==> src/rtl/assert_macros.svh <==
// Assertion macros shared by the boundary extraction RTL.
`ifndef ASSERT_MACROS_SVH
`define ASSERT_MACROS_SVH

// Check a property on every rising clock edge, off while reset is low.
`define ASSERT_PROP(label, clk, rst_n, prop) \
	label: assert property (@(posedge clk) disable iff (!rst_n) prop) \
		else $error("property violated");

// Check that a condition never holds.
`define ASSERT_NEVER(label, clk, rst_n, expr) \
	`ASSERT_PROP(label, clk, rst_n, !(expr))

`endif

==> src/rtl/bbe_pkg.sv <==
// Shared types, constants and helpers of the boundary extraction block.
package bbe_pkg;

	localparam int MAX_WIDTH_DEF  = 1024;
	localparam int MAX_HEIGHT_DEF = 4096;
	localparam int WIDTH_RESET    = 1024;
	localparam int HEIGHT_RESET   = 1024;

	localparam int PIX_W      = 8;
	localparam int IMG_W_BITS = 11;
	localparam int IMG_H_BITS = 13;
	localparam int CFG_DATA_W = 13;
	localparam int CFG_IDX_W  = 2;

	localparam int QUEUE_DEPTH = 4;

	localparam logic [PIX_W-1:0] PIX_BLACK = 8'd0;
	localparam logic [PIX_W-1:0] PIX_WHITE = 8'd255;

	localparam logic REQ_PIXEL = 1'b0;
	localparam logic REQ_FLUSH = 1'b1;

	typedef enum logic [1:0] {
		CLS_ABSENT = 2'd0,
		CLS_ZERO   = 2'd1,
		CLS_WHITE  = 2'd2,
		CLS_OTHER  = 2'd3
	} cls_t;

	typedef enum logic [CFG_IDX_W-1:0] {
		REG_IMAGE_WIDTH  = 2'd0,
		REG_IMAGE_HEIGHT = 2'd1
	} reg_idx_t;

	// Work item handed from the front end to the window engine.
	typedef struct packed {
		cls_t cls;      // class of the incoming pixel, absent when flushing
		logic wr_en;    // store the class in the line store
		logic bank;     // row parity of the input position
		logic top_ok;   // row two above lies inside the image
		logic mid_ok;   // row one above lies inside the image
		logic col0;     // input sits in the first column
		logic have_out; // this item releases a result
		logic last;     // that result closes the frame
	} op_t;

	localparam int OP_W = $bits(op_t);

	function automatic cls_t classify(input logic [PIX_W-1:0] pix);
		cls_t c;
		if (pix == PIX_BLACK) begin
			c = CLS_ZERO;
		end else if (pix == PIX_WHITE) begin
			c = CLS_WHITE;
		end else begin
			c = CLS_OTHER;
		end
		return c;
	endfunction

endpackage

==> src/rtl/bbe_back.sv <==
// Window engine: line store, 3x3 class window, decision and output register.
`include "assert_macros.svh"

module bbe_back #(
	parameter int MAX_WIDTH = bbe_pkg::MAX_WIDTH_DEF
) (
	input  logic                         clk,
	input  logic                         arst_n,
	input  logic                         q_empty,
	output logic                         q_pop,
	input  logic [$clog2(MAX_WIDTH)-1:0] q_col,
	input  bbe_pkg::op_t                 q_op,
	output logic                         m_tvalid,
	input  logic                         m_tready,
	output logic [bbe_pkg::PIX_W-1:0]    m_tdata,
	output logic                         m_tlast
);

	// One line store bank per row parity.
	bbe_pkg::cls_t mem0 [MAX_WIDTH];
	bbe_pkg::cls_t mem1 [MAX_WIDTH];

	logic          valid_s1;
	bbe_pkg::op_t  op_s1;
	bbe_pkg::cls_t rd0_s1;
	bbe_pkg::cls_t rd1_s1;

	bbe_pkg::cls_t win_q   [3][3];
	bbe_pkg::cls_t shifted [3][3];
	bbe_pkg::cls_t win_nxt [3][3];
	bbe_pkg::cls_t new_col [3];
	bbe_pkg::cls_t sh_col  [3];

	logic                      out_valid_q;
	logic [bbe_pkg::PIX_W-1:0] out_pix_q;
	logic                      out_last_q;

	logic                      out_free;
	logic                      adv;
	logic                      s1_free;
	logic                      all_zero;
	logic [bbe_pkg::PIX_W-1:0] pix;

	assign out_free = !out_valid_q || m_tready;
	assign adv      = valid_s1 && (out_free || !op_s1.have_out);
	assign s1_free  = !valid_s1 || adv;
	assign q_pop    = !q_empty && s1_free;

	assign m_tvalid = out_valid_q;
	assign m_tdata  = out_pix_q;
	assign m_tlast  = out_last_q;

	// Read both banks before the write of the same item lands.
	always_ff @(posedge clk) begin
		if (q_pop) begin
			rd0_s1 <= mem0[q_col];
			rd1_s1 <= mem1[q_col];
			if (q_op.wr_en && !q_op.bank) begin
				mem0[q_col] <= q_op.cls;
			end
			if (q_op.wr_en && q_op.bank) begin
				mem1[q_col] <= q_op.cls;
			end
		end
	end

	always_comb begin
		new_col[0] = op_s1.top_ok ? (op_s1.bank ? rd1_s1 : rd0_s1) : bbe_pkg::CLS_ABSENT;
		new_col[1] = op_s1.mid_ok ? (op_s1.bank ? rd0_s1 : rd1_s1) : bbe_pkg::CLS_ABSENT;
		new_col[2] = op_s1.cls;
		for (int r = 0; r < 3; r++) begin
			sh_col[r]        = op_s1.col0 ? bbe_pkg::CLS_ABSENT : new_col[r];
			shifted[r][0]    = win_q[r][1];
			shifted[r][1]    = win_q[r][2];
			shifted[r][2]    = sh_col[r];
			win_nxt[r][0]    = op_s1.col0 ? bbe_pkg::CLS_ABSENT : shifted[r][0];
			win_nxt[r][1]    = op_s1.col0 ? bbe_pkg::CLS_ABSENT : shifted[r][1];
			win_nxt[r][2]    = new_col[r];
		end
		all_zero = 1'b1;
		for (int r = 0; r < 3; r++) begin
			for (int c = 0; c < 3; c++) begin
				if (!(r == 1 && c == 1) && shifted[r][c] != bbe_pkg::CLS_ZERO) begin
					all_zero = 1'b0;
				end
			end
		end
		if (shifted[1][1] == bbe_pkg::CLS_WHITE || all_zero) begin
			pix = bbe_pkg::PIX_WHITE;
		end else begin
			pix = bbe_pkg::PIX_BLACK;
		end
	end

	always_ff @(posedge clk) begin
		if (q_pop) begin
			op_s1 <= q_op;
		end
		if (adv) begin
			win_q <= win_nxt;
		end
		if (adv && op_s1.have_out) begin
			out_pix_q  <= pix;
			out_last_q <= op_s1.last;
		end
	end

	always_ff @(posedge clk or negedge arst_n) begin
		if (!arst_n) begin
			valid_s1    <= 1'b0;
			out_valid_q <= 1'b0;
		end else begin
			if (q_pop) begin
				valid_s1 <= 1'b1;
			end else if (adv) begin
				valid_s1 <= 1'b0;
			end
			if (adv && op_s1.have_out) begin
				out_valid_q <= 1'b1;
			end else if (m_tready) begin
				out_valid_q <= 1'b0;
			end
		end
	end

	`ASSERT_NEVER(a_no_overwrite, clk, arst_n, adv && op_s1.have_out && out_valid_q && !m_tready)
	`ASSERT_PROP(a_result_shown, clk, arst_n, adv && op_s1.have_out |=> m_tvalid)

endmodule
==> config.mk <==
export PLATFORM = sky130hd
export DESIGN_NAME = bbe_back
export DESIGN_NICKNAME = d
export VERILOG_FILES = /design/src/rtl/bbe_pkg.sv /design/src/rtl/bbe_back.sv
export VERILOG_INCLUDE_DIRS = /design/src /design/src/rtl
export SDC_FILE = /design/constraint.sdc
export NUM_CORES = 2
export LEC_CHECK = 0
export ABC_AREA = 0
export ABC_CLOCK_PERIOD_IN_PS = 2800
export BUFFER_PORTS_ARGS = -buffer_cell sky130_fd_sc_hd__clkbuf_2
export CORE_UTILIZATION = 25
export CTS_CLUSTER_DIAMETER = 200
export DETAILED_ROUTE_END_ITERATION = 7
export HOLD_SLACK_MARGIN = 0.1
export PLACE_DENSITY_LB_ADDON = 0.05
export SYNTH_ARGS = -nofsm -noshare
export SYNTH_HDL_FRONTEND = slang
export SYNTH_SLANG_ARGS = --single-unit
==> constraint.sdc <==
create_clock -name clk -period 2.8 [get_ports clk]
set_clock_uncertainty 0.1 [all_clocks]
set_input_delay 0 -clock clk [delete_from_list [all_inputs] [get_ports clk]]
set_output_delay 0 -clock clk [all_outputs]
set_load 0.1 [all_outputs]
# Word-level counts from Yosys, hierarchy flattened

Memory sizes are Yosys's and may differ from the RTL's. A register that Yosys moved wholly into a read port is not among the register bits.
Index checks and enable logic that the tools add are counted.

Reductions and logical operators: 16
Eq/ne operators: 9
Muxes and demuxes: 26

Operators by type and width:

| kind                 | number |
|---|---|
| $mux W1              | 18 |
| $ne A2 B1 Y1 const B | 8 |
| $mux W2              | 7 |
| $mux W8              | 1 |
| $logic_and A1 B1 Y1  | 5 |
| $logic_not A1 Y1     | 5 |
| $logic_or A1 B1 Y1   | 4 |
| $reduce_bool A2 Y1   | 2 |
| $eq A2 B2 Y1 const B | 1 |

Logic and storage cells: 70
Bits in writable memories: 4096
Memories kept: 2
Flip-flop bits (word level): 31
Input bits: 23

Memory list:

| memory | depth | bits a word | read ports | clocked after Yosys merged registers in | write ports | line           | text |
|---|---|---|---|---|---|---|---|
| mem0   | 1024  | 2           | 1          | 1                                       | 1           | bbe_back.sv:20 | `bbe_pkg::cls_t mem0 [MAX_WIDTH];` |
| mem1   | 1024  | 2           | 1          | 1                                       | 1           | bbe_back.sv:21 | `bbe_pkg::cls_t mem1 [MAX_WIDTH];` |

# Depth between registers and ports, before layout

Word-level depth: 12
Depth in mapped cells: 13

# Worst setup path after synthesis

OpenSTA, ideal clock, no wires.

Path kind: register to register
Start point: register out_valid_q (netlist: m_tvalid)
End point: memory mem1[116][0] (netlist bit), enable pin
Cell stages (with the launch flop): 9
Data arrival time: 4649 ps
Buffers on the path: 3
Path slack: -2258 ps
Required time: 2391 ps
Period minus slack after synthesis: 5058 ps
Cell sequence: dfrtp_1 > nor2b_1 > a31oi_1 > and3_1 > clkbuf_1 > clkbuf_1 > nand4_1 > clkbuf_1 > nor2_1

Cells in the longest elaborated chain, start to end: 8

RTL lines:

| element                       | line            | text |
|---|---|---|
| from (decl)                   | bbe_back.sv:34  | `logic out_valid_q;` |
| from (signal assigned)        | bbe_back.sv:111 | `out_valid_q <= 1'b0;` |
| from (signal assigned)        | bbe_back.sv:119 | `out_valid_q <= 1'b1;` |
| from (signal assigned)        | bbe_back.sv:121 | `out_valid_q <= 1'b0;` |
| $logic_not A1 Y1              | bbe_back.sv:44  | `assign out_free = !out_valid_q \|\| m_tready;` |
| $logic_or A1 B1 Y1            | bbe_back.sv:44  |  |
| $logic_or A1 B1 Y1            | bbe_back.sv:45  | `assign adv = valid_s1 && (out_free \|\| !op_s1.have_out);` |
| $logic_and A1 B1 Y1           | bbe_back.sv:45  |  |
| $logic_or A1 B1 Y1            | bbe_back.sv:46  | `assign s1_free = !valid_s1 \|\| adv;` |
| $logic_and A1 B1 Y1           | bbe_back.sv:47  | `assign q_pop = !q_empty && s1_free;` |
| via q_pop                     | bbe_back.sv:10  | `output logic q_pop,` |
| $mux W1                       | bbe_back.sv:55  | `if (q_pop) begin` |
| $mux W1 (not written as such) | bbe_back.sv:62  | `mem1[q_col] <= q_op.cls;` |
| to (decl)                     | bbe_back.sv:21  |  |

The timed path passes the listed nets, and every way through them passes these cells.

==> results.yml <==
worst_setup_path:
  startpoint_type: "flop"
  path_class: "flop to flop"
  crit_fanout: 1
  rr_worst_depth: 9
  worst_ep_required_time_ns: 3.46
  cp_data_arrival_time_ns: 3.66
  worst_setup_path_end_kind: "flop"
  rrSetupSlack_ns: -0.20
drt:
  routed_wl_mm: 686.5
  num_vias: 100440
  dr_wl_met2_mm: 340.9
  initialDrtViolationCount: 8182
  avgRoutedWirePerCell_um: 32.33
  drtAntennaViolNets: 0
  drc_errors: 0
  wl_met1_mm: 305.2
  met3_length_mm: 27.80
  first_pass_iters: 5
  vias_per_cell: 4.731
  highest_layer: "met4"
timing:
  holdWs_ns: 0.1876
  final.setup.worst_slack_ns: -0.2044
  slew_violations: 0
  finalSetupViolations: 3
  post-route-period-util_pct: 107.3
  rsz0062_at_grt: "yes"
  period_needed_ns: 3.004
  fmax_mhz: 332.8
  slew_headroom_pct: 27.84
  hold_viol: 0
  worst_pin_slew_ns: 1.082
synthesis:
  netlist.area_leader.share_pct: 74.18
  synth_commonest_cells: "edfxtp_1, nor2_1, mux2i_1, o22ai_1, clkbuf_1"
  synth_compound_area_share_pct: 3.850
  synth_cell_types: 60
  synth_top_family_by_area: "multiplexers"
  synthSimpleGateAreaFrac_pct: 6.982
  ys.flop_type: "edfxtp_1"
  synth_xor_xnor_area_share_pct: 0
  syn_inst: 10817
  synthMuxAreaShare_pct: 12.55
  yosys-top-cells-area: "edfxtp_1, mux2i_1, nor2_1"
  ys_ff_latch: 4124
  yosysWarnings: 0
  synth.most_common_cell: "edfxtp_1"
  synth_area_leader_cell: "edfxtp_1"
  synth_edf_count: 4122
  synth_adder_area_share_pct: 0
  syn_nets: 10840
  syn_area_per_cell_um2: 15.43
  synthesis.area_mm2: 0.1669
  yosysSeqAreaShare_pct: 74.21
  synthArstFlopShare_pct: 0.04850
placement:
  place_congestion: 0.7777
  portBuffers: 33
  place_inst: 20257
  dp_hpwl_mm: 444.0
floorplan:
  start_util_pct: 25.13
  chipWidth_um: 819.0
  num_rows: 299
  core_mm2: 0.6640
  dieArea_mm2: 0.6707
  io_pins: 34
  die_y_um: 819.0
final_layout:
  instances_no_fill: 21231
  area_growth_pct: 24.90
  utilization_pct: 31.39
  final_nets: 11967
  drive_gt1_share_pct: 20.46
clocking:
  clkTransAtPathRegs_ns: 0.06
  clk_latency_ns: 1.05
  htree_levels: 6
  cts_tree: "built"
  cts_buffers: 522
  cts_root_buf: "clkbuf_16"
  clk_path_buf_depth: 4
  cts_sinks: 4124
power_and_ir_drop:
  p_per_area_mw_per_mm2: 669.5
  leakagePower_nw: 69.51
  peakVddDrop_mv: 0.5853
grt:
  grtUsageTotal_pct: 19.94
  antenna_found_initial: 95
  grt_max_degree: 170
  grt_pass1_vias: 106584
  grt_overflow_total: 0
  grt_pass1_wl_mm: 923.1
worst_hold_path:
  min_path_type: "input port to flop"
  hold_path_depth: 7
run_status:
  violations: "setup timing"
  status: "finished with violations"
job:
  maxCapViolations: 0
[sequential cells by signal (all words and copies together) (netlist names)]
| register | count |
|---|---|
| m_tdata | 1 |
| m_tlast | 1 |
| m_tvalid | 1 |
| mem0 | 2048 |
| mem1 | 2048 |
| new_col | 2 |
| op_s1 | 6 |
| rd0_s1 | 2 |
| rd1_s1 | 2 |
| shifted | 12 |
| valid_s1 | 1 |
[worst max-delay path: stages, from the launching register on]
cell	delay, ns
edfxtp_1	0.37
mux2i_1	0.18
o22ai_1	0.16
nor4_2	0.43
buf_4	0.20
a31oi_4	0.15
nand4_1	0.29
nand4_1	0.30
buf_4	0.24
or3_1	0.30
[final timing paths]
check	startpoint	endpoint
worst min-delay path	q_col[6]	rd1_s1[0]$_DFFE_PP_
min in group asynchronous	arst_n	valid_s1$_DFFE_PN0P_
max in group asynchronous	arst_n	m_tvalid$_DFFE_PN0P_
worst min register to register	op_s1[0]$_DFFE_PP_	m_tlast$_DFFE_PP_
worst max register to register	mem1[27][0]$_DFFE_PP_	rd1_s1[0]$_DFFE_PP_
worst max-delay path	mem1[27][0]$_DFFE_PP_	rd1_s1[0]$_DFFE_PP_
[metal layers]
metal | vias up | global-route usage (%)
met4 | 0 | 3.543
met1 | 53464 | 26.93
met3 | 685 | 2.304
met5 | - | 0
li1 | 43777 | -
met2 | 2514 | 34.79
[timing repair]
action,4_1_cts,5_1_grt
endpoints found under the setup margin,36,59
hold buffers,47,0
pin swaps,33,28
setup buffers,3,0
hold endpoints to repair,7105,0
gates resized for setup,96,64
[power breakdown]
group	internal (mW)	leakage [nW]	switching, mW
Sequential	68.0	37.1	0.0660
Combinational	2.76	24.7	5.02
Clock	36.6	7.77	27.1
[cell usage in the layout (no fill, tap or decap), types with 78 or more instances in the layout]
cell       count
mux2i_1     1777
clkbuf_1     112
clkinv_2      78
buf_12       435
clkbuf_16    533
nor4_1       100
mux4_2       124
clkinv_1     116
buf_4        973
nor2_1      2253
o21ai_0       96
edfxtp_1    4122
o22ai_1      756
nor3_1        85
nand3_1       88
[area by class of cell]
type                            instances  area, µm²
Sequential cell                      4124     123800
Antenna cell                           10      25.02
Multi-Input combinational cell       5806      40800
Timing Repair Buffer                 1488      16700
Inverter                                2      7.507
Clock inverter                        277       2173
Clock buffer                          645      13760
Tap cell                             8879      11110
Fill cell                           65195     455600
[stage by stage]
step | total power, mW | setup slack, ns | setup TNS [ns] | area [µm²]
after CTS | 141.4 | -0.3389 | -0.6265 | 208200
after floorplan | 72.19 | -0.3596 | -1209.26 | 167200
after global routing | 143.7 | -0.2817 | -0.6051 | 208400
after detailed placement | 77.11 | -1.461 | -76.62 | 191200
after global placement | 77.07 | -1.449 | -61.66 | 191200
final | 139.5 | -0.2044 | -0.3589 | 208400
[cells by family (layout without fill, tap and decap cells)]
group	count (synthesis)	count (layout)
simple gates	2854	2854
other cells	0	10
buf+inv	887	2412
mux	1931	1931
compound gates	1021	1021
flops	4124	4124
Power figures use the tool's default switching activity.
