$ cat config.mk
export PLATFORM = sky130hd
export DESIGN_NAME = bbe_front
export DESIGN_NICKNAME = d
export VERILOG_FILES = /design/src/rtl/bbe_pkg.sv /design/src/rtl/bbe_front.sv
export VERILOG_INCLUDE_DIRS = /design/src /design/src/rtl
export SDC_FILE = /design/constraint.sdc
export NUM_CORES = 1
export LEC_CHECK = 0
export BUFFER_PORTS_ARGS = -buffer_cell sky130_fd_sc_hd__buf_2
export CELL_PAD_IN_SITES_DETAIL_PLACEMENT = 0
export CELL_PAD_IN_SITES_GLOBAL_PLACEMENT = 1
export CORE_ASPECT_RATIO = 1.1
export CORE_UTILIZATION = 35
export DETAILED_ROUTE_END_ITERATION = 10
export PLACE_DENSITY = 0.71
export SLEW_MARGIN = 20
export SYNTH_ARGS = -nofsm -noshare
export SYNTH_HDL_FRONTEND = slang
export SYNTH_SLANG_ARGS = --single-unit
$ cat constraint.sdc
create_clock -name clk -period 3.2 [get_ports clk]
set_clock_uncertainty 0.2 [all_clocks]
set_input_delay 0 -clock clk [delete_from_list [all_inputs] [get_ports clk]]
set_output_delay 0 -clock clk [all_outputs]
set_load 0.02 [all_outputs]
$ cat src/rtl/assert_macros.svh
// Assertion macros shared by the boundary extraction RTL.
`ifndef ASSERT_MACROS_SVH
`define ASSERT_MACROS_SVH

// Check a property on every rising clock edge, off while reset is low.
`define ASSERT_PROP(label, clk, rst_n, prop) \
	label: assert property (@(posedge clk) disable iff (!rst_n) prop) \
		else $error("property violated");

// Check that a condition never holds.
`define ASSERT_NEVER(label, clk, rst_n, expr) \
	`ASSERT_PROP(label, clk, rst_n, !(expr))

`endif

$ cat src/rtl/bbe_pkg.sv
// Shared types, constants and helpers of the boundary extraction block.
package bbe_pkg;

	localparam int MAX_WIDTH_DEF  = 1024;
	localparam int MAX_HEIGHT_DEF = 4096;
	localparam int WIDTH_RESET    = 1024;
	localparam int HEIGHT_RESET   = 1024;

	localparam int PIX_W      = 8;
	localparam int IMG_W_BITS = 11;
	localparam int IMG_H_BITS = 13;
	localparam int CFG_DATA_W = 13;
	localparam int CFG_IDX_W  = 2;

	localparam int QUEUE_DEPTH = 4;

	localparam logic [PIX_W-1:0] PIX_BLACK = 8'd0;
	localparam logic [PIX_W-1:0] PIX_WHITE = 8'd255;

	localparam logic REQ_PIXEL = 1'b0;
	localparam logic REQ_FLUSH = 1'b1;

	typedef enum logic [1:0] {
		CLS_ABSENT = 2'd0,
		CLS_ZERO   = 2'd1,
		CLS_WHITE  = 2'd2,
		CLS_OTHER  = 2'd3
	} cls_t;

	typedef enum logic [CFG_IDX_W-1:0] {
		REG_IMAGE_WIDTH  = 2'd0,
		REG_IMAGE_HEIGHT = 2'd1
	} reg_idx_t;

	// Work item handed from the front end to the window engine.
	typedef struct packed {
		cls_t cls;      // class of the incoming pixel, absent when flushing
		logic wr_en;    // store the class in the line store
		logic bank;     // row parity of the input position
		logic top_ok;   // row two above lies inside the image
		logic mid_ok;   // row one above lies inside the image
		logic col0;     // input sits in the first column
		logic have_out; // this item releases a result
		logic last;     // that result closes the frame
	} op_t;

	localparam int OP_W = $bits(op_t);

	function automatic cls_t classify(input logic [PIX_W-1:0] pix);
		cls_t c;
		if (pix == PIX_BLACK) begin
			c = CLS_ZERO;
		end else if (pix == PIX_WHITE) begin
			c = CLS_WHITE;
		end else begin
			c = CLS_OTHER;
		end
		return c;
	endfunction

endpackage

$ cat src/rtl/bbe_front.sv
// Front end: configuration, raster position tracking and item classification.
`include "assert_macros.svh"

module bbe_front #(
	parameter int MAX_WIDTH  = bbe_pkg::MAX_WIDTH_DEF,
	parameter int MAX_HEIGHT = bbe_pkg::MAX_HEIGHT_DEF
) (
	input  logic                            clk,
	input  logic                            arst_n,
	input  logic                            s_tvalid,
	output logic                            s_tready,
	input  logic [bbe_pkg::PIX_W-1:0]       s_tdata,
	input  logic                            s_tuser,
	input  logic                            cfg_valid,
	input  logic [bbe_pkg::CFG_IDX_W-1:0]   cfg_index,
	input  logic [bbe_pkg::CFG_DATA_W-1:0]  cfg_data,
	input  logic                            q_full,
	output logic                            q_push,
	output logic [$clog2(MAX_WIDTH)-1:0]    q_col,
	output bbe_pkg::op_t                    q_op
);

	localparam int CW    = $clog2(MAX_WIDTH);
	localparam int EWW   = $clog2(MAX_WIDTH + 1);
	localparam int RW    = $clog2(MAX_HEIGHT + 3);
	localparam int W_RST = (bbe_pkg::WIDTH_RESET > MAX_WIDTH) ?
		MAX_WIDTH : bbe_pkg::WIDTH_RESET;
	localparam int H_RST = (bbe_pkg::HEIGHT_RESET > MAX_HEIGHT) ?
		MAX_HEIGHT : bbe_pkg::HEIGHT_RESET;

	logic [EWW-1:0] eff_w_q;
	logic [RW-1:0]  eff_h_q;
	logic [CW-1:0]  col_q;
	logic [RW-1:0]  row_q;

	logic [bbe_pkg::IMG_W_BITS-1:0] wv;
	logic [bbe_pkg::IMG_H_BITS-1:0] hv;
	logic [EWW-1:0] w_clamp;
	logic [RW-1:0]  h_clamp;
	logic [RW-1:0]  h_p1;
	logic [RW-1:0]  h_p2;
	logic           flushing;
	logic           drop;
	logic           col_end;
	logic           col_zero;

	// Hold input beats while a register write is offered, so the two never land together.
	assign s_tready = !q_full && !cfg_valid;

	// Zero acts as one, anything past the maximum acts as the maximum.
	always_comb begin
		wv = cfg_data[bbe_pkg::IMG_W_BITS-1:0];
		hv = cfg_data[bbe_pkg::IMG_H_BITS-1:0];
		if (wv == '0) begin
			w_clamp = EWW'(1);
		end else if (32'(wv) > 32'(MAX_WIDTH)) begin
			w_clamp = EWW'(MAX_WIDTH);
		end else begin
			w_clamp = EWW'(wv);
		end
		if (hv == '0) begin
			h_clamp = RW'(1);
		end else if (32'(hv) > 32'(MAX_HEIGHT)) begin
			h_clamp = RW'(MAX_HEIGHT);
		end else begin
			h_clamp = RW'(hv);
		end
	end

	always_comb begin
		h_p1     = eff_h_q + RW'(1);
		h_p2     = eff_h_q + RW'(2);
		flushing = (row_q >= eff_h_q);
		drop     = (s_tuser == bbe_pkg::REQ_FLUSH) && !flushing;
		col_zero = (col_q == '0);
		col_end  = (EWW'(col_q) == eff_w_q - EWW'(1));

		q_push = s_tvalid && s_tready && !drop;
		q_col  = col_q;

		q_op.cls      = flushing ? bbe_pkg::CLS_ABSENT : bbe_pkg::classify(s_tdata);
		q_op.wr_en    = !flushing;
		q_op.bank     = row_q[0];
		q_op.top_ok   = (row_q >= RW'(2)) && (row_q < h_p2);
		q_op.mid_ok   = (row_q >= RW'(1)) && (row_q < h_p1);
		q_op.col0     = col_zero;
		q_op.have_out = col_zero ? (row_q >= RW'(2)) : (row_q >= RW'(1));
		// Last center leaves with the first column of the second flush row.
		q_op.last     = col_zero && (row_q == h_p1);
	end

	always_ff @(posedge clk or negedge arst_n) begin
		if (!arst_n) begin
			eff_w_q <= EWW'(W_RST);
			eff_h_q <= RW'(H_RST);
			col_q   <= '0;
			row_q   <= '0;
		end else if (cfg_valid) begin
			case (bbe_pkg::reg_idx_t'(cfg_index))
				bbe_pkg::REG_IMAGE_WIDTH: begin
					eff_w_q <= w_clamp;
					col_q   <= '0;
					row_q   <= '0;
				end
				bbe_pkg::REG_IMAGE_HEIGHT: begin
					eff_h_q <= h_clamp;
					col_q   <= '0;
					row_q   <= '0;
				end
				default: begin
				end
			endcase
		end else if (q_push) begin
			if (q_op.last) begin
				col_q <= '0;
				row_q <= '0;
			end else if (col_end) begin
				col_q <= '0;
				row_q <= row_q + RW'(1);
			end else begin
				col_q <= col_q + CW'(1);
			end
		end
	end

	`ASSERT_NEVER(a_row_past_flush, clk, arst_n, row_q > h_p1)

endmodule

-- After elaboration in Yosys (flattened, before gate mapping)
Cells that the tools add are included.
- flip-flop bits (word level): 47
- output and inout bits: 21
- word-level logic and storage cells: 62
- add/sub/neg operators: 5
- $lt $le $gt $ge: 7
- equal/unequal tests: 5
- muxes and demuxes: 18
- reduce and logical (&&, ||, !) cells: 23
- operator list (kind ; count):
    $mux 13 ; 7
    $mux 10 ; 5
    $add 13x1->13 const B ; 2
    $lt 13x13->1 ; 2
    $mux 11 ; 2
    $add 13x2->13 const B ; 1
    $eq 13x13->1 ; 1
    $ge 13x1->1 const B ; 1
    $ge 13x13->1 ; 1
    $ge 13x2->1 const B ; 1
    $gt 13x13->1 const B ; 1
    $logic_not 13->1 ; 1
    $eq 10x11->1 ; 1
    $gt 11x11->1 const B ; 1
    $logic_not 11->1 ; 1
    $sub 11x1->11 const B ; 1
    $add 10x1->10 const B ; 1
    $logic_not 10->1 ; 1
    $eq 8x8->1 const B ; 1
    $logic_not 8->1 ; 1
    $logic_and 1x1->1 ; 7
    $reduce_and 2->1 ; 3
    $logic_not 1->1 ; 4
    $mux 2 ; 2
    other kinds (8) ; 9

-- Logic depth before layout (Yosys ltp)
- depth after elaboration: 7
- mapped depth: 14

-- Worst setup path after synthesis
OpenSTA, ideal clock, no wires.
- path kind: flip-flop to flip-flop
- from: register eff_h_q[2]
- to: register col_q[6] (netlist: q_col[6])
- setup time: 0.078 ns
- arrival time: 3.114 ns
- data required time: 2.922 ns
- setup slack: -0.191 ns
- cell stages (with the launch flop): 15
- path buffers: 2
- clock period less this slack: 3.391 ns
- cell sequence: dfrtp_1 > ha_1 > nand2_1 > nor4_1 > nand4_1 > xnor2_1 > ha_1 > nand2_1 > nor4_1 > and2_1 > nor2_1 > clkbuf_1 > clkbuf_1 > a31oi_1 > o2bb2ai_1
- RTL lines (item ; line ; text):
    start: declaration ; bbe_front.sv:32 ; logic [RW-1:0] eff_h_q;
    start signal: assignment ; bbe_front.sv:95 ; eff_h_q <= RW'(H_RST);
    start signal: assignment ; bbe_front.sv:106 ; eff_h_q <= h_clamp;
    end signal: assignment ; bbe_front.sv:121 ; col_q <= col_q + CW'(1);
    end: declaration ; bbe_front.sv:33 ; logic [CW-1:0] col_q;

-- Final worst setup path
- from: register eff_h_q[1]
- to: register col_q[0] (netlist: q_col[0])
- word-level cells in the longest chain between the ends: 7
- elaborated cells on any way between the ends: 13
- classes of those cells: add/sub: 1; order compare: 1; eq/ne: 1; mux: 3; reduce/logical: 7
- ends and longest elaborated chain (item):
    parallel branches: the longest is 7 deep, another holds $add 13x1->13
Parallel ways; which one is timed is not known. The select of a mux whose other input is x is not followed.
A chain may end at the register's enable or synchronous reset.

==> results.yml <==
outcome:
  status: "finished, final reports clean"
yosys:
  mappedNetlistNets: 581
  syn_avg_cell_area_um2: 8.41
  count_of_flip_flops_with_a_built_in_enable_after_synthesis: 0
  seq_area_frac_synth_pct: 27.7
  post_synth_instance_area_um2: 4260
  synth_top_flop_cell: "sky130_fd_sc_hd__dfrtp_1"
  synth-seq-cells: 47
  ys_types: 66
  synthesis.instances: 506
  ffs_w_async_s_r_synth_pct: 100
  yosysWarnings: 0
pwr:
  power.density_nw_per_um2: 465
  total_leakage_power_nw: 2.44
  fin_total_pwr_w: 0.00250
  max-vdd-ir-drop_v: 0.000340
cells_and_area:
  register_area_um2: 1180
  areaGrowthSynthToFinish_pct: 26.4
  antenna_cells_inserted: 0
  area_occupied_by_multi_input_gates_um2: 2890
  count_of_filler_cells_inserted_in_the_layout: 1153
  num-nets-final: 674
  final_layout_size_suffix_gt1_share_pct: 23.7
  fin_util_pct: 46.2
timing:
  timing.final.setup_violations: 0
  post_layout_minimum_cycle_time_ps: 3090
  timing_hold_violations_final: 0
  fin_setup_tns_ps: 0
  postLayoutSetupSlackWorst_ps: 106
  worstMarginPinSlew_ps: 737
  final_max_slew_viol_count: 0
  worst_slew_margin_relative_to_its_limit_pct: 50.8
  timing.final.crit_share_pct: 96.7
  hold_slack_ps: 20.7
  maxClockFrequency_mhz: 323
detailed_routing:
  wl_um: 12900
  route.detailed.wl_per_inst_um: 17.2
  detail_route.iter0.violations: 262
  via_count: 4158
  ant_nets: 0
  detail_route.first_pass.iterations: 4
  number_of_design_rule_violations_left_after_detail_routing: 0
  detail_route.vias_per_cell: 5.54
job:
  drv.max_cap_violation_count: 0
global_route:
  grt_pass1_wl_um: 21200
  grt-ovfl-total: 0
  grt_max_degree: 26
  grt_usage_pct: 21.3
  via_count_of_the_first_global_routing_pass: 4111
  antenna_found_initial: 0
die:
  core_um2: 11600
  floorplan.initialDensity_pct: 36.6
  die_x_um: 107
  die-height_um: 118
  io_pins: 50
  core.rowCount: 41
  fp.dieArea_um2: 12600
min_path:
  timing.hold.worst.class: "input port to register"
setup_path:
  start_kind: "register"
  critPathCaptureType: "register"
  worst_ep_arrival_time_ps: 3080
  data_required_critical_path_ps: 3180
  critPathKind: "register to register"
  critPathMaxFanout: 9
clock_network:
  cts.sink_count: 47
  worst_setup_hold_path_clk_slew_ps: 70
  clkLatencyLatePin_ps: 300
  cts_tree: "built"
  cts_max_path_buffers: 2
  cts_inserted_buffers: 5
  h-tree-depth: 2
  root_buffer: "sky130_fd_sc_hd__clkbuf_16"
placed_design:
  gpl.final_weighted_congestion: 0.843
  placement.io_buffers: 49
  dp_hpwl_um: 10000
  dpl_worst_slack_ps: -63.5
sequential cells by signal, summed over array words and instances, names as in the netlist:
signal and count:
row_q 13, q_col 10, eff_h_q 13, eff_w_q 11
where the power goes:
| part | leakage [nW] | internal, W | switching [W] | total, W |
|---|---|---|---|---|
| combinational | 1.73 | 0.000462 | 0.000597 | 0.00106 |
| clock | 0.0911 | 0.000448 | 0.000235 | 0.000684 |
| sequential | 0.622 | 0.000660 | 0.000102 | 0.000762 |
area by class of cell:
class	count	area share, %
multi-input cells	397	53.8
flip-flops and latches	47	21.9
repair buffers	113	14.9
well taps	150	3.49
inverters	35	2.44
clock buffers	6	2.39
clock inverters	2	1.12
cell usage after synthesis (4+ instances only):
master / count / area [µm²]
sky130_fd_sc_hd__a22o_1: 21 / 184
sky130_fd_sc_hd__nor2_1: 39 / 146
sky130_fd_sc_hd__nand2b_1: 15 / 93.8
sky130_fd_sc_hd__xnor2_1: 27 / 236
sky130_fd_sc_hd__o21ai_0: 23 / 115
sky130_fd_sc_hd__nor3_1: 11 / 55.1
sky130_fd_sc_hd__nand3_1: 23 / 115
sky130_fd_sc_hd__and2_1: 4 / 25.0
sky130_fd_sc_hd__a32oi_1: 4 / 35.0
sky130_fd_sc_hd__clkbuf_1: 19 / 71.3
sky130_fd_sc_hd__inv_1: 35 / 131
sky130_fd_sc_hd__a31o_2: 7 / 61.3
sky130_fd_sc_hd__nor2b_1: 6 / 37.5
sky130_fd_sc_hd__nand4_1: 22 / 138
sky130_fd_sc_hd__a21o_1: 7 / 52.6
sky130_fd_sc_hd__nand2_1: 37 / 139
sky130_fd_sc_hd__ha_1: 46 / 576
sky130_fd_sc_hd__or3_1: 6 / 37.5
sky130_fd_sc_hd__a31oi_1: 4 / 25.0
sky130_fd_sc_hd__and3_1: 6 / 37.5
sky130_fd_sc_hd__dfrtp_1: 45 / 1130
sky130_fd_sc_hd__nor4_1: 11 / 68.8
sky130_fd_sc_hd__a21oi_1: 24 / 120
per-stage QoR:
stage	cells	instance area [µm²]
3_3_place_gp	722	4900
2_1_floorplan	506	4270
6_report	750	5380
3_5_place_dp	723	4920
5_1_grt	750	5380
4_1_cts	747	5300
what timing repair did:
| item | in CTS | in global routing |
|---|---|---|
| hold endpoints to repair | 71 | 0 |
| gates resized for setup | 3 | 15 |
| pin swaps | 2 | 11 |
| buffers inserted | 2 | 4 |
| hold buffers | 14 | 0 |
| endpoints found under the setup margin | 18 | 23 |
worst paths after layout:
check / start / end / slack (ps) / depth (start not counted)
max: eff_h_q[1] / q_col[0] / 110 / 13
min: cfg_valid / q_col[1] / 20 / 4
max reg2reg: eff_h_q[1] / q_col[0] / 110 / 13
min reg2reg: eff_h_q[11] / eff_h_q[11] / 330 / 2
max in group asynchronous: arst_n / q_col[8] / 2200 / 3
min in group asynchronous: arst_n / eff_w_q[3] / 50 / 2
kinds of logic (layout without fill, tap and decap cells):
| kind of cell | Yosys count | after routing | synth area share (%) |
|---|---|---|---|
| AOI/OAI and AO/OA | 122 | 122 | 20.9 |
| xor gates and xnor gates | 29 | 29 | 5.97 |
| adders and majority gates | 47 | 47 | 13.8 |
| buffers and inverters | 62 | 156 | 6.32 |
| DFF | 47 | 47 | 27.7 |
| muxes | 5 | 5 | 1.29 |
| and+or+nand+nor | 194 | 194 | 24.1 |
cells in the final DEF, fill, tap and decap left out, types with 3 or more instances in the layout:
cell type / n
sky130_fd_sc_hd__buf_4: 46
sky130_fd_sc_hd__a21oi_1: 24
sky130_fd_sc_hd__nor2b_1: 6
sky130_fd_sc_hd__buf_2: 49
sky130_fd_sc_hd__nor4_1: 9
sky130_fd_sc_hd__inv_1: 35
sky130_fd_sc_hd__buf_12: 3
sky130_fd_sc_hd__xnor2_1: 27
sky130_fd_sc_hd__mux2_2: 3
sky130_fd_sc_hd__and2_1: 3
sky130_fd_sc_hd__nand3_1: 21
sky130_fd_sc_hd__nand4_1: 22
sky130_fd_sc_hd__ha_1: 45
sky130_fd_sc_hd__a31oi_1: 4
sky130_fd_sc_hd__or3_1: 4
sky130_fd_sc_hd__o21ai_0: 23
sky130_fd_sc_hd__a32oi_1: 4
sky130_fd_sc_hd__nand2_1: 37
sky130_fd_sc_hd__a22o_1: 21
sky130_fd_sc_hd__a31o_2: 7
sky130_fd_sc_hd__nor3_1: 11
sky130_fd_sc_hd__clkbuf_16: 5
sky130_fd_sc_hd__o211ai_1: 3
sky130_fd_sc_hd__a211oi_1: 3
sky130_fd_sc_hd__and3_1: 6
sky130_fd_sc_hd__nand2b_1: 15
sky130_fd_sc_hd__dfrtp_1: 44
sky130_fd_sc_hd__a21o_1: 7
sky130_fd_sc_hd__dlygate4sd3_1: 14
sky130_fd_sc_hd__nor2_1: 35
layer usage:
metal  up-vias  global-route usage, %  wire length (µm)  share of wire, %
li1       2047                      -                 -                 -
met1      1999                   28.4              5980                46
met2        95                   35.6              6240                48
met3        17                   2.55               444               3.4
met4         0                   6.76               259               2.0
met5         -                      0                 0                 0
worst max-delay path: stages (launching register included):
cell	delay (ps)
sky130_fd_sc_hd__dfrtp_1	380
sky130_fd_sc_hd__ha_2	200
sky130_fd_sc_hd__nand3_2	70
sky130_fd_sc_hd__or3_4	370
sky130_fd_sc_hd__xnor2_1	150
sky130_fd_sc_hd__ha_1	310
sky130_fd_sc_hd__nand4_1	120
sky130_fd_sc_hd__nor4_2	250
sky130_fd_sc_hd__and2_4	200
sky130_fd_sc_hd__or2_4	130
sky130_fd_sc_hd__buf_6	110
sky130_fd_sc_hd__nor3_4	40
sky130_fd_sc_hd__buf_12	160
sky130_fd_sc_hd__mux2_1	290
No activity file was read; power rests on OpenSTA's default activity.
