--- config.mk ---
export PLATFORM = sky130hd
export DESIGN_NAME = bbe_queue
export DESIGN_NICKNAME = d
export VERILOG_FILES = /design/src/rtl/bbe_queue.sv
export VERILOG_INCLUDE_DIRS = /design/src /design/src/rtl
export SDC_FILE = /design/constraint.sdc
export NUM_CORES = 1
export LEC_CHECK = 0
export ABC_AREA = 1
export BUFFER_PORTS_ARGS = -buffer_cell sky130_fd_sc_hd__buf_4
export CAP_MARGIN = 15
export CORE_MARGIN = 8
export CORE_UTILIZATION = 30
export DETAILED_ROUTE_END_ITERATION = 10
export GPL_TIMING_DRIVEN = 0
export HOLD_SLACK_MARGIN = 0.12
export SYNTH_ARGS = -nofsm -noshare
export SYNTH_HDL_FRONTEND = slang
export SYNTH_SLANG_ARGS = --single-unit
export TNS_END_PERCENT = 50
--- constraint.sdc ---
create_clock -name clk -period 1.5 [get_ports clk]
set_input_delay 0.075 -clock clk [delete_from_list [all_inputs] [get_ports clk]]
set_output_delay 0.075 -clock clk [all_outputs]
set_load 0.1 [all_outputs]
--- src/rtl/assert_macros.svh ---
// Assertion macros shared by the boundary extraction RTL.
`ifndef ASSERT_MACROS_SVH
`define ASSERT_MACROS_SVH

// Check a property on every rising clock edge, off while reset is low.
`define ASSERT_PROP(label, clk, rst_n, prop) \
	label: assert property (@(posedge clk) disable iff (!rst_n) prop) \
		else $error("property violated");

// Check that a condition never holds.
`define ASSERT_NEVER(label, clk, rst_n, expr) \
	`ASSERT_PROP(label, clk, rst_n, !(expr))

`endif

--- src/rtl/bbe_queue.sv ---
// Small FIFO between the front end and the window engine.
`include "assert_macros.svh"

module bbe_queue #(
	parameter int W     = 16,
	parameter int DEPTH = 4
) (
	input  logic         clk,
	input  logic         arst_n,
	input  logic         push,
	input  logic [W-1:0] din,
	output logic         full,
	input  logic         pop,
	output logic [W-1:0] dout,
	output logic         empty
);

	localparam int PW = (DEPTH > 1) ? $clog2(DEPTH) : 1;
	localparam int NW = $clog2(DEPTH + 1);

	logic [W-1:0]  entry_q [DEPTH];
	logic [PW-1:0] wr_ptr_q;
	logic [PW-1:0] rd_ptr_q;
	logic [NW-1:0] count_q;

	assign full  = (count_q == NW'(DEPTH));
	assign empty = (count_q == '0);
	assign dout  = entry_q[rd_ptr_q];

	always_ff @(posedge clk) begin
		if (push) begin
			entry_q[wr_ptr_q] <= din;
		end
	end

	always_ff @(posedge clk or negedge arst_n) begin
		if (!arst_n) begin
			wr_ptr_q <= '0;
			rd_ptr_q <= '0;
			count_q  <= '0;
		end else begin
			if (push) begin
				wr_ptr_q <= (wr_ptr_q == PW'(DEPTH - 1)) ? '0 : wr_ptr_q + PW'(1);
			end
			if (pop) begin
				rd_ptr_q <= (rd_ptr_q == PW'(DEPTH - 1)) ? '0 : rd_ptr_q + PW'(1);
			end
			if (push && !pop) begin
				count_q <= count_q + NW'(1);
			end else if (pop && !push) begin
				count_q <= count_q - NW'(1);
			end
		end
	end

	`ASSERT_NEVER(a_push_when_full, clk, arst_n, push && full)
	`ASSERT_NEVER(a_pop_when_empty, clk, arst_n, pop && empty)

endmodule

# --- After elaboration in Yosys (flattened, before gate mapping) ---
# Memories as Yosys holds them, arrays and structs flattened.
# Cells that the tools add are included.
op_classes:
  muxes: 6
  n_eq_ne: 3
  n_addsub: 4
  n_reduce_logical: 6
op_table:
  columns: ["operator", "n"]
  rows:
  - ["$mux 3", 2]
  - ["$add 2x1->2 const B", 2]
  - ["$eq 2x2->1 const B", 2]
  - ["$mux 2", 2]
  - ["$add 3x1->3 const B", 1]
  - ["$eq 3x3->1 const B", 1]
  - ["$logic_not 3->1", 1]
  - ["$sub 3x1->3 const B", 1]
  - ["$logic_and 1x1->1", 2]
  - ["$logic_not 1->1", 2]
  - ["$mux 1", 2]
  - ["$reduce_bool 2->1", 1]
totals:
  ff_bits: 7
  inputBits: 20
  n_memories: 1
  ram_bits: 64
mem_list:
  columns: ["memory", "depth", "word_bits", "rd", "rd_ports_with_merged_regs", "write_ports", "line_no", "source"]
  rows:
  - ["entry_q", 4, 16, 1, 0, 1, "bbe_queue.sv:21", "logic [W-1:0] entry_q [DEPTH];"]

# --- Longest topological paths before layout ---
# Gate-level depths: netlist of run 1.
depth:
  word_depth: 4
  depth_mapped: 9

# --- Least setup slack after synthesis of run 1 ---
# Ideal clock, no wire load.
synth_timing:
  kind: "register to output"
  start: "register count_q[0]"
  end: "output empty"
  slack_ns: -1.079
  required_time_ns: 1.425
  stages_incl_launch_ff: 2
  arrival_ns: 2.504
  cell_sequence: "dfrtp_1 nor3_1"
synth_between:
  elab_chain_len: 1
synth_rtl:
  columns: ["element", "line_no", "source"]
  rows:
  - ["start: declaration", "bbe_queue.sv:24", "logic [NW-1:0] count_q;"]
  - ["start signal: assignment", "bbe_queue.sv:49", "count_q <= count_q + NW'(1);"]
  - ["start signal: assignment", "bbe_queue.sv:51", "count_q <= count_q - NW'(1);"]
  - ["$logic_not 3->1", "bbe_queue.sv:27", "assign empty = (count_q == '0);"]
  - ["end: declaration", "bbe_queue.sv:15", "output logic empty"]
# Every way passes these cells.

# --- Final worst setup path of run 1 ---
layout_timing:
  start: "register rd_ptr_q[0]"
  end: "output dout[12]"
layout_between:
  elab_chain_len: 1
layout_rtl:
  columns: ["element", "line_no", "source"]
  rows:
  - ["start: declaration", "bbe_queue.sv:23", "logic [PW-1:0] rd_ptr_q;"]
  - ["start signal: assignment", "bbe_queue.sv:46", "rd_ptr_q <= (rd_ptr_q == PW'(DEPTH - 1)) ? '0 : rd_ptr_q + PW'(1);"]
  - ["$mem_v2 4x16", null, null]
  - ["end: declaration", "bbe_queue.sv:14", "output logic [W-1:0] dout,"]
# Every way passes these cells.

==> results, run 1 <==
- The post-route netlist has 29.2% of its cells at a drive strength greater than 1.
- The number of instances in the synthesized netlist is 238.
- With fillers left out, the area of the finished cells amounts to 4280 um^2.
- The met1 wire length is 2670 um.
- The hold violation count in the final report was 0.
- The share of synthesized registers carrying an async set or reset is 9.86%.
- The die extent in y is 116 um.
- At the later pin of the worst-skew pair, clock insertion delay measures 340 ps.
- Registers take 2100 um^2.
- The routed design uses 273 um of met3 wire.
- The final setup violation count is 16.
- Of all nets on the critical path, the largest fanout is 10.
- The setup clock skew after layout is 6.88 ps.
- The startpoint type of the worst setup path is a flop.
- The total area inside the core boundary comes to 9730 um^2.
- The CTS clock-pin slew for the worst setup and hold paths is 70 ps.
- Leaving out filler cells and counting taps, the final layout contains 458.
- At the worst endpoint, the arrival time is 1570 ps.
- For this run, the register share of the synthesized area comes to 70.2%.
- The most numerous cell on the critical path is buf_12.
- Fill cells in the final layout number 917.
- The largest incremental delay on the critical path is 370 ps.
- In the final routed layout, each cell accounts on average for 13.8 um.
- Row generation in the floorplan step produced 36 rows.
- The required time at the endpoint of the critical path is 1420 ps.
- The area occupied by multi-input gates is 664 um^2.
- The number of nets produced by synthesis is 265.
- The number of DRC violations after detailed routing is 0.
- The synthesized design contains 64 enable-type register cells.
- During synthesis, Yosys emitted a total of 0 warnings.
- The class of the most critical setup path is flop to primary output.
- The die width is 116 um.
- The netlist area before placement is 2990 um^2.
- The path type of the worst min-delay path is primary input to flop.
- The via count normalized by instance count is 4.23.
- The number of clock buffers inserted by TritonCTS is 9.
- The worst relative slew slack is 72.6%.
- Routability-driven placement finished with a final weighted congestion of 0.726.
- For this design, the slowest cell found on the critical path is dfrtp_1.
- After global routing the overflow that remains totals 0.
- After detailed routing, the met2 layer carries 3230 um of wire.
- For this run, the detailed router's first-pass iteration total came to 4.
- The run finished, with violations left.
- The most used flip-flop cell after synthesis is edfxtp_1.
- The checks that failed: negative setup slack.
- After detailed routing, no signal wire sits above met4.
- Traced cell by cell, the critical path runs through inv_2, buf_12, buf_8, o211ai_1, nand2_1, buf_12.
- The upper clock frequency limit is 0.607 GHz.
- The flop and latch count out of synthesis is 71.
- The worst setup slack after layout is -147 ps.
- The wire length of the first global-routing pass is 9820 um.
- The detailed router finished its first iteration with 82 violations.
- The maximum number of pins on one net before global-route repair is 17.
- The final net count is 347.
- The number of nets with antenna violations after detailed routing is 0.
- The diode insertion count for antenna repair is 0.
- The via count of the first global-routing pass came to 1986.
- Summed over all nets, the half-perimeter wirelength after detailed placement is 3890 um.
- Across all layers, the routed design uses 1936 vias.
- The number of max-cap violations is 0.
- The post-detailed-placement cell area is 3460 um^2.
- The initial core utilization is 30.7%.
- The routed wire length is 6300 um.
- In this run the count of I/O pins placed on the die edge is 38.
- Setup repair after global routing could not meet its margin everywhere.
- TritonCTS built the clock tree.
- The worst setup slack after placement is -159 ps.
- The number of I/O port buffers is 37.
- After layout, the minimum clock period comes to 1650 ps.
- The initial antenna violation count is 0.
- The maximum level of the CTS H-tree is 3.
- STA classifies the critical path endpoint as a primary output.
- The number of buffers between clock root and the deepest sink is 2.
- The synthesis-to-layout area growth is 43.4%.
- The floorplan step defined a die boundary enclosing 13400 um^2.
- The tree is rooted in a clkbuf_8.
- The minimum hold slack is 476 ps.
- For the pin with the worst max-slew slack, the measured transition is 410 ps.
- In this run, distinct cell masters in the synthesized netlist total 18.
- The max-slew violation count is 0.
- The mean post-synth cell area is 12.5 um^2.
- The number of clock sinks is 71.
- Of the available clock period, the critical path in the final layout requires 110%.
- The cell total after placement is 408.
- Across every metal layer, demand over resource in global routing totals 9.98%.
## worst max-delay path: cells and delay by family (launching register included)
family | cells | cell delay (ps)
compound gates | 1 | 180
buf+inv | 4 | 540
flops | 1 | 370
simple gates | 1 | 140
## per-stage QoR
| stage | utilization (%) | setup TNS [ps] |
|---|---|---|
| floorplan | - | -699 |
| global placement | 35.5 | -5980 |
| detailed placement | 35.5 | -7630 |
| CTS | 43.1 | -2330 |
| global route | 44.0 | -3480 |
| finish | 44.0 | -1690 |
## per-layer routing
layer	track usage, %	up-vias
met5	0	-
met4	5.79	0
met3	2.71	10
met2	17.0	33
met1	11.0	916
li1	-	977
## area by class of cell
type                    count  share of cell area (%)
plain buffers              10                    3.22
clock buffers              10                    2.98
clock inverters             6                   0.877
inverters                  45                    4.47
multi-input cells         112                    15.5
flip-flops and latches     71                    49.0
well taps                 133                    3.89
repair buffers             71                    20.1
## state kept, by name, summed over array words and instances, names as in the netlist
register / cells
entry_q: 64
rd_ptr_q: 2
count_q: 3
wr_ptr_q: 2
## what timing repair did
item	in CTS	in global routing
gates cloned	2	1
gates resized for setup	58	11
hold buffers	20	0
pin swaps	3	9
endpoints found under the setup margin	80	49
setup buffers	10	1
endpoints found under the hold margin	75	0
## cell usage after synthesis, types with 2 or more instances
cell	instances	area, um^2
buf_6	6	67.6
edfxtp_1	64	1920
nand2_1	62	233
o21ai_0	4	20.0
inv_1	43	161
dfrtp_1	7	175
buf_4	2	15.0
o211ai_1	32	240
ha_1	6	75.1
nor3_1	2	10.0
buf_2	2	10.0
inv_2	2	7.51
## cell families after synthesis
group,count (synthesis),synth area share (%)
AO/OA/AOI/OAI,37,8.89
XOR/XNOR,1,0.293
adder cells (fa/ha/maj),7,3.19
buffers and inverters,55,8.76
flip-flops,71,70.2
AND/OR/NAND/NOR,67,8.63
## placed cells by master (no fill, tap or decap), drive strengths merged
| cell | count |
|---|---|
| dlygate4sd3 | 20 |
| a21oi | 1 |
| clkinv | 3 |
| nand3 | 1 |
| nor3 | 2 |
| dfrtp | 7 |
| nand4 | 1 |
| clkinvlp | 7 |
| o21ai | 4 |
| inv | 41 |
| xnor2 | 1 |
| ha | 6 |
| buf | 59 |
| nor2 | 1 |
| nand2 | 62 |
| o211ai | 32 |
| fa | 1 |
| edfxtp | 64 |
| clkbuf | 12 |
## path summary, 6_finish.rpt
kind | start | end | slack (ps) | depth (start not counted)
worst max-delay path | rd_ptr_q[0]$_DFFE_PN0P_ | dout[12] | -150 | 6
min in group asynchronous | arst_n | wr_ptr_q[1]$_DFFE_PN0P_ | 700 | 3
worst min register to register | count_q[2]$_DFFE_PN0P_ | count_q[2]$_DFFE_PN0P_ | 520 | 2
worst max register to register | wr_ptr_q[0]$_DFFE_PN0P_ | entry_q[3][9]$_DFFE_PP_ | 60 | 3
max in group asynchronous | arst_n | count_q[1]$_DFFE_PN0P_ | 550 | 3
worst min-delay path | din[8] | entry_q[0][8]$_DFFE_PP_ | 480 | 2
Power of run 1 is not shown: default switching activity piles up to over one toggle a cycle in this logic, so the estimate is an artifact.
==> run 2: changes to the inputs <==
--- a/config.mk
+++ b/config.mk
@@ -14,6 +14,7 @@
 export DETAILED_ROUTE_END_ITERATION = 10
 export GPL_TIMING_DRIVEN = 0
 export HOLD_SLACK_MARGIN = 0.12
+export REMOVE_ABC_BUFFERS = 1
 export SYNTH_ARGS = -nofsm -noshare
 export SYNTH_HDL_FRONTEND = slang
 export SYNTH_SLANG_ARGS = --single-unit
==> results, run 2 (synthesized netlist as in run 1, its figures left out) <==
- The CTS clock-pin slew for the worst setup and hold paths is 70 ps (about the same).
- The met1 wire length was 2710 um (+1.5%).
- The maximum level of the CTS H-tree was 3 (unchanged).
- The wire length of the first global-routing pass is 9070 um (-7.7%).
- The initial antenna violation count is 0 (unchanged).
- The initial core utilization came to 30.7% (unchanged).
- In the layout the commonest cells are edfxtp_1, nand2_1, inv_1.
- The total track usage is 9.27% (-0.71 points).
- The worst setup slack after placement is -342 ps (-183 ps).
- The detailed route wirelength on metal3 came to 330 um (+21%).
- The diode insertion count for antenna repair came to 0 (unchanged).
- The setup total negative slack is -1870 ps (-179 ps).
- The via count normalized by instance count was 4.22 (about the same).
- The largest incremental delay on the critical path is 530 ps (+160 ps).
- The via count of the first global-routing pass is 1826 (-8.1%).
- The path type of the worst min-delay path is primary input to flop.
- The signal on the critical path passes through buf_4, inv_6, o211ai_1, nand2_1, buf_6.
- The routability congestion estimate came to 0.596 (-18%).
- The die outline area is 13400 um^2 (unchanged).
- The number of DRC violations after detailed routing is 0 (unchanged).
- The transition time at the pin with the least slew margin is 430 ps (+20.6 ps).
- The class of the most critical setup path is flop to primary output.
- The die width is 116 um (unchanged).
- The residual overflow from global routing is 0 (unchanged).
- The number of design-rule violations left by the first detailed-router iteration is 66 (-20%).
- The final routed wire length divided by cell count is 14.0 um (+1.5%).
- The number of clock buffers inserted by TritonCTS is 9 (unchanged).
- The ratio of cells with drive above 1 in the final layout is 25.9% (-3.4 points).
- The count of non-filler cells in the finished layout is 454 (-0.87%).
- The final setup violation count was 16 (unchanged).
- The number of clock sinks is 71 (unchanged).
- The number of nets with antenna violations after detailed routing is 0 (unchanged).
- The placeable core region is 9730 um^2 (unchanged).
- The hold violation count in the final report is 0 (unchanged).
- The via count was 1918 (-0.93%).
- The die extent in y is 116 um (unchanged).
- The minimum hold slack is 475 ps (-1.38 ps).
- TritonCTS built the clock tree.
- The number of placement rows is 36 (unchanged).
- The highest metal layer carrying signal wires in the routed design is met4.
- The synthesis-to-layout area growth is 41.4%.
- The flip-flop count of the largest register, all copies and words added came to 64 (unchanged).
- The shortest clock period the worst path allows after layout is 1640 ps (-7.24 ps).
- The required time at the endpoint of the critical path was 1420 ps (about the same).
- The max-slew violation count was 0 (unchanged).
- Setup repair after global routing could not meet its margin everywhere.
- The run finished, with violations left.
- The iteration count of the initial detailed-routing pass is 4 (unchanged).
- The minimum setup slack among reg-to-reg paths is 30 ps (-30 ps).
- The checks that failed: negative setup slack.
- The most common cell after layout, fill and taps aside is edfxtp_1.
- The met2 wire length is 3200 um (-1.1%).
- The maximum fanout along the worst path was 8 (-2).
- The maximum number of pins on one net before global-route repair is 34 (+17).
- The worst relative slew slack is 71.3% (-1.4 points).
- The setup clock skew after layout came to 10.7 ps (+3.80 ps).
- The boundary pin count is 38 (unchanged).
- The later-pin clock latency in the skew report is 340 ps (about the same).
- The upper clock frequency limit is 0.610 GHz (+0.44%).
- The tree is rooted in a clkbuf_8.
- The worst setup slack after layout came to -140 ps (+7.24 ps).
- The number of max-cap violations is 0 (unchanged).
- The cell total after placement is 398 (-2.5%).
- The detailed placement HPWL came to 3330 um (-14%).
- The fraction of the cycle the final worst path needs came to 109% (-0.48 points).
- The largest registers in the layout are entry_q x64, count_q x3.
- The critical-path cell with the highest stage delay is dfrtp_4.
- The critical path endpoint category is a primary output.
- The final net count came to 343 (-1.2%).
- The number of buffers between clock root and the deepest sink is 2 (unchanged).
- The number of I/O port buffers is 37 (unchanged).
- The register with the most flip-flops is entry_q.
- The worst setup path is launched from a flop.
- The critical path data arrival time is 1560 ps (about the same).
- The routed wire length is 6340 um (+0.62%).
run 2: cell count changes in the layout (fill, tap and decap cells not counted), moves of 3 or more:
cell	previous run	this run
nand2_2	9	2
nand2_1	53	60
buf_6	2	9
inv_8	1	4
buf_12	17	13
buf_8	8	3
clkinv_8	0	3
buf_4	30	25
run 2: layout make-up:
cell class / count / area, um^2
timing repair inverter: 7 / 91.3
clock buffer: 9 / 124
fill: 917 / 5510
sequential: 71 / 2100
clock inverter: 7 / 87.6
inverter: 45 / 218
multi-input combinational: 112 / 634
timing repair buffer: 70 / 795
tap: 133 / 166
run 2: layer usage:
layer / GRT usage (%) / vias to the layer above
met4: 4.41 / 0
met2: 16.5 / 41
met3: 3.07 / 9
li1: - / 968
met5: 0 / -
met1: 9.66 / 900
run 2: worst max-delay path, delay by kind of cell, from the launching register on:
family	cells	cell delay [ps]
AO/OA/AOI/OAI	1	90
buffers and inverters	3	510
AND/OR/NAND/NOR	1	80
flip-flops	1	530
run 2: what timing repair did:
action	4_1_cts	5_1_grt
buffers inserted	8	5
cloned	1	6
endpoints found under the hold margin	75	0
endpoints found under the setup margin	82	49
pin swaps	2	3
hold buffers	20	0
resized for setup	41	18
run 2: final timing paths:
check,depth (start not counted),start,endpoint
hold reg to reg,2,count_q[2]$_DFFE_PN0P_,count_q[2]$_DFFE_PN0P_
min in group asynchronous,3,arst_n,count_q[0]$_DFFE_PN0P_
max in group asynchronous,3,arst_n,rd_ptr_q[1]$_DFFE_PN0P_
setup reg to reg,3,wr_ptr_q[0]$_DFFE_PN0P_,entry_q[3][7]$_DFFE_PP_
hold / removal,2,din[6],entry_q[1][6]$_DFFE_PP_
setup / recovery,5,rd_ptr_q[0]$_DFFE_PN0P_,dout[15]
run 2: per-stage QoR:
stage / utilization (%) / cell area, um^2
after floorplan: - / 2890
after global placement: 34.3 / 3340
after detailed placement: 34.3 / 3340
after CTS: 41.1 / 4000
after global routing: 43.4 / 4220
final: 43.4 / 4220
Power of run 2 is left out for the same reason.
==> run 3: changes to the inputs <==
--- a/config.mk
+++ b/config.mk
@@ -6,7 +6,6 @@
 export SDC_FILE = /design/constraint.sdc
 export NUM_CORES = 1
 export LEC_CHECK = 0
-export ABC_AREA = 1
 export BUFFER_PORTS_ARGS = -buffer_cell sky130_fd_sc_hd__buf_4
 export CAP_MARGIN = 15
 export CORE_MARGIN = 8
==> results, run 3 <==
- The run finished, with violations left.
- The checks that failed: negative setup slack.
- entry_q holds more flip-flops than any other register.
- The routed wire length was 5180 um (-18%).
- The minimum setup slack among reg-to-reg paths came to 60 ps (+30 ps).
- The die outline area came to 12500 um^2 (-6.3%).
- The boundary pin count is 38 (unchanged).
- The setup total negative slack is -4460 ps (-2600 ps).
- The initial antenna violation count is 0 (unchanged).
- The number of clock buffers inserted by TritonCTS came to 9 (unchanged).
- The fraction of the core area covered by cells at the end of the flow is 40.7% (-2.7 points).
- The number of distinct standard cells referenced by the synthesized netlist is 20 (+2).
- The class of the most critical setup path is flop to primary output.
- The hold violation count in the final report is 0 (unchanged).
- The number of clock sinks is 71 (unchanged).
- The total track usage is 8.89% (-0.39 points).
- The via count normalized by instance count is 4.32 (+2.3%).
- Setup repair after global routing could not meet its margin everywhere.
- The final-layout fill cell count is 835 (-8.9%).
- The upper clock frequency limit is 0.548 GHz (-10%).
- The via count was 1322 (-31%).
- The maximum fanout along the worst path is 7 (-1).
- The diode insertion count for antenna repair is 0 (unchanged).
- The critical path data arrival time is 1750 ps (+190 ps).
- The residual overflow from global routing is 0 (unchanged).
- The number of max-cap violations is 0 (unchanged).
- In the layout the commonest cells are edfxtp_1, buf_4, dlygate4sd3_1.
- The routability congestion estimate was 0.696 (+17%).
- The detailed placement HPWL came to 2980 um (-11%).
- The most common cell after layout, fill and taps aside is edfxtp_1.
- In this run the most critical hold path is launched from push.
- The ratio of cells with drive above 1 in the final layout is 39.0% (+13 points).
- The library cell occupying the most area in the post-synthesis netlist is edfxtp_1.
- The capture endpoint of the worst hold path is count_q[0]$_DFFE_PN0P_.
- The startpoint type of the worst setup path is a flop.
- The max-slew violation count is 0 (unchanged).
- The number of buffers between clock root and the deepest sink was 2 (unchanged).
- The iteration count of the initial detailed-routing pass is 5 (+1).
- The number of enable flip-flop cells after synthesis came to 64 (unchanged).
- In the final layout, the registers with the most flip-flops are entry_q x64, count_q x3.
- The final setup violation count was 16 (unchanged).
- The critical path endpoint category is a primary output.
- The fraction of the cycle the final worst path needs is 122% (+12 points).
- The maximum level of the CTS H-tree was 3 (unchanged).
- The number of instances in the synthesized netlist is 121 (-49%).
- The CTS clock-pin slew for the worst setup and hold paths is 70 ps (about the same).
- The share of synthesized registers carrying an async set or reset is 9.86% (unchanged).
- The later-pin clock latency in the skew report came to 340 ps (about the same).
- The final net count is 217 (-37%).
- The hold path depth came to 3 (+1).
- The via count of the first global-routing pass is 1506 (-18%).
- The clock root buffer master is clkbuf_8.
- The die extent in y is 112 um (-3.2%).
- The number of I/O port buffers was 37 (unchanged).
- The setup clock skew after layout is 5.65 ps (-5.03 ps).
- The shortest clock period the worst path allows after layout is 1820 ps (+185 ps).
- The worst relative slew slack is 70.0% (-1.3 points).
- The flip-flop count of the largest register, all copies and words added came to 64 (unchanged).
- Sorting the synthesized cells by area gives the leading types as edfxtp_1, mux4_1, mux4_2.
- The netlist area before placement was 2770 um^2 (-7.3%).
- The primary flip-flop cell chosen by synthesis mapping is edfxtp_1.
- The path type of the worst min-delay path is primary input to flop.
- The initial core utilization is 30.4% (-0.31 points).
- In the post-synthesis netlist, the cell with the most instances is edfxtp_1.
- The top-area cell type share of the netlist area is 69.5% (+5.1 points).
- The number of DRC violations after detailed routing is 0 (unchanged).
- The worst setup slack after layout is -325 ps (-185 ps).
- The placeable core region is 9110 um^2 (-6.4%).
- The flop and latch count out of synthesis was 71 (unchanged).
- TritonCTS built the clock tree.
- The number of warnings printed during yosys synthesis was 0 (unchanged).
- The required time at the endpoint of the critical path is 1420 ps (about the same).
- The reg-to-reg endpoint is rd_ptr_q[1]$_DFFE_PN0P_.
- The mean post-synth cell area is 22.9 um^2 (+82%).
- The number of nets with antenna violations after detailed routing came to 0 (unchanged).
- From synthesis to final layout, the design area changed by 34.1%.
- The commonest cells after synthesis are edfxtp_1, mux4_1, mux4_2.
- The transition time at the pin with the least slew margin is 450 ps (+20.0 ps).
- The maximum number of pins on one net before global-route repair is 19 (-44%).
- The worst reg-to-reg path cell count was 4 (+1).
- The final routed wire length divided by cell count is 16.9 um (+21%).
- The part of the Yosys area used for sequential elements is 75.8% (+5.6 points).
- In this run the critical register-to-register path is launched from rd_ptr_q[0]$_DFFE_PN0P_.
- The number of placement rows is 35 (-2.8%).
- The die width was 112 um (-3.2%).
- The wire length of the first global-routing pass was 8250 um (-9.0%).
- The number of design-rule violations left by the first detailed-router iteration was 36 (-45%).
run 3: cell count changes after synthesis, sizes merged, moves of 3 or more:
cell / change
mux4: +16
nand2: -61
inv: -40
mux2: +3
o211ai: -32
and2: +4
buf: -6
run 3: how the worst max path moves through the flow:
stage / startpoint / cells past startpoint / slack [ps] / endpoint
after floorplan: count_q[0]$_DFFE_PN0P_ / 1 / -1230 / full
after global placement: rd_ptr_q[0]$_DFFE_PN0P_ / 2 / -640 / dout[2]
after detailed placement: rd_ptr_q[0]$_DFFE_PN0P_ / 2 / -640 / dout[2]
after CTS: rd_ptr_q[0]$_DFFE_PN0P_ / 4 / -350 / dout[3]
after global routing: rd_ptr_q[0]$_DFFE_PN0P_ / 3 / -380 / dout[2]
final: rd_ptr_q[0]$_DFFE_PN0P_ / 3 / -320 / dout[2]
run 3: worst max-delay path, cell delays in order, from the launching register on:
cell and delay [ps]:
dfrtp_4 430, buf_12 140, mux4_1 620, buf_6 220
run 3: cells by family after synthesis:
group	share of synthesized area, %
adders and majority gates	3.44
and+or+nand+nor	1.94
DFF	75.8
AOI/OAI and AO/OA	0.362
muxes	15.3
buffers and inverters	2.17
xor gates and xnor gates	0.950
run 3: routing by layer:
metal | up-vias | wire length (um) | global-route usage, %
li1 | 630 | - | -
met1 | 654 | 2160 | 9.72
met2 | 31 | 2610 | 14.5
met3 | 7 | 322 | 3.65
met4 | 0 | 80 | 4.86
met5 | - | 0 | 0
run 3: layout make-up:
cell class,count,area [um^2],area share [%]
clock buffer,15,209,5.63
clock inverter,1,5.00,0.135
inverter,5,18.8,0.506
multi-input combinational,41,607,16.4
sequential,71,2100,56.7
tap,111,139,3.74
timing repair buffer,62,628,16.9
run 3: repair_timing:
item | CTS | global route
hold endpoints to repair | 75 | 0
resized for setup | 31 | 5
buffers inserted | 5 | 0
endpoints found under the setup margin | 82 | 48
cloned | 0 | 0
hold buffers | 20 | 0
run 3: metrics by stage:
| stage | setup WS (ps) | instances | instance area [um^2] | hold WS, ps |
|---|---|---|---|---|
| after global placement | -636 | 265 | 3140 | -106 |
| after CTS | -352 | 306 | 3690 | 126 |
| after detailed placement | -637 | 265 | 3140 | -111 |
| after global routing | -382 | 306 | 3710 | 180 |
| final | -325 | 306 | 3710 | 159 |
| after floorplan | -1230 | 117 | 2730 | -221 |
Power of run 3 is left out for the same reason.
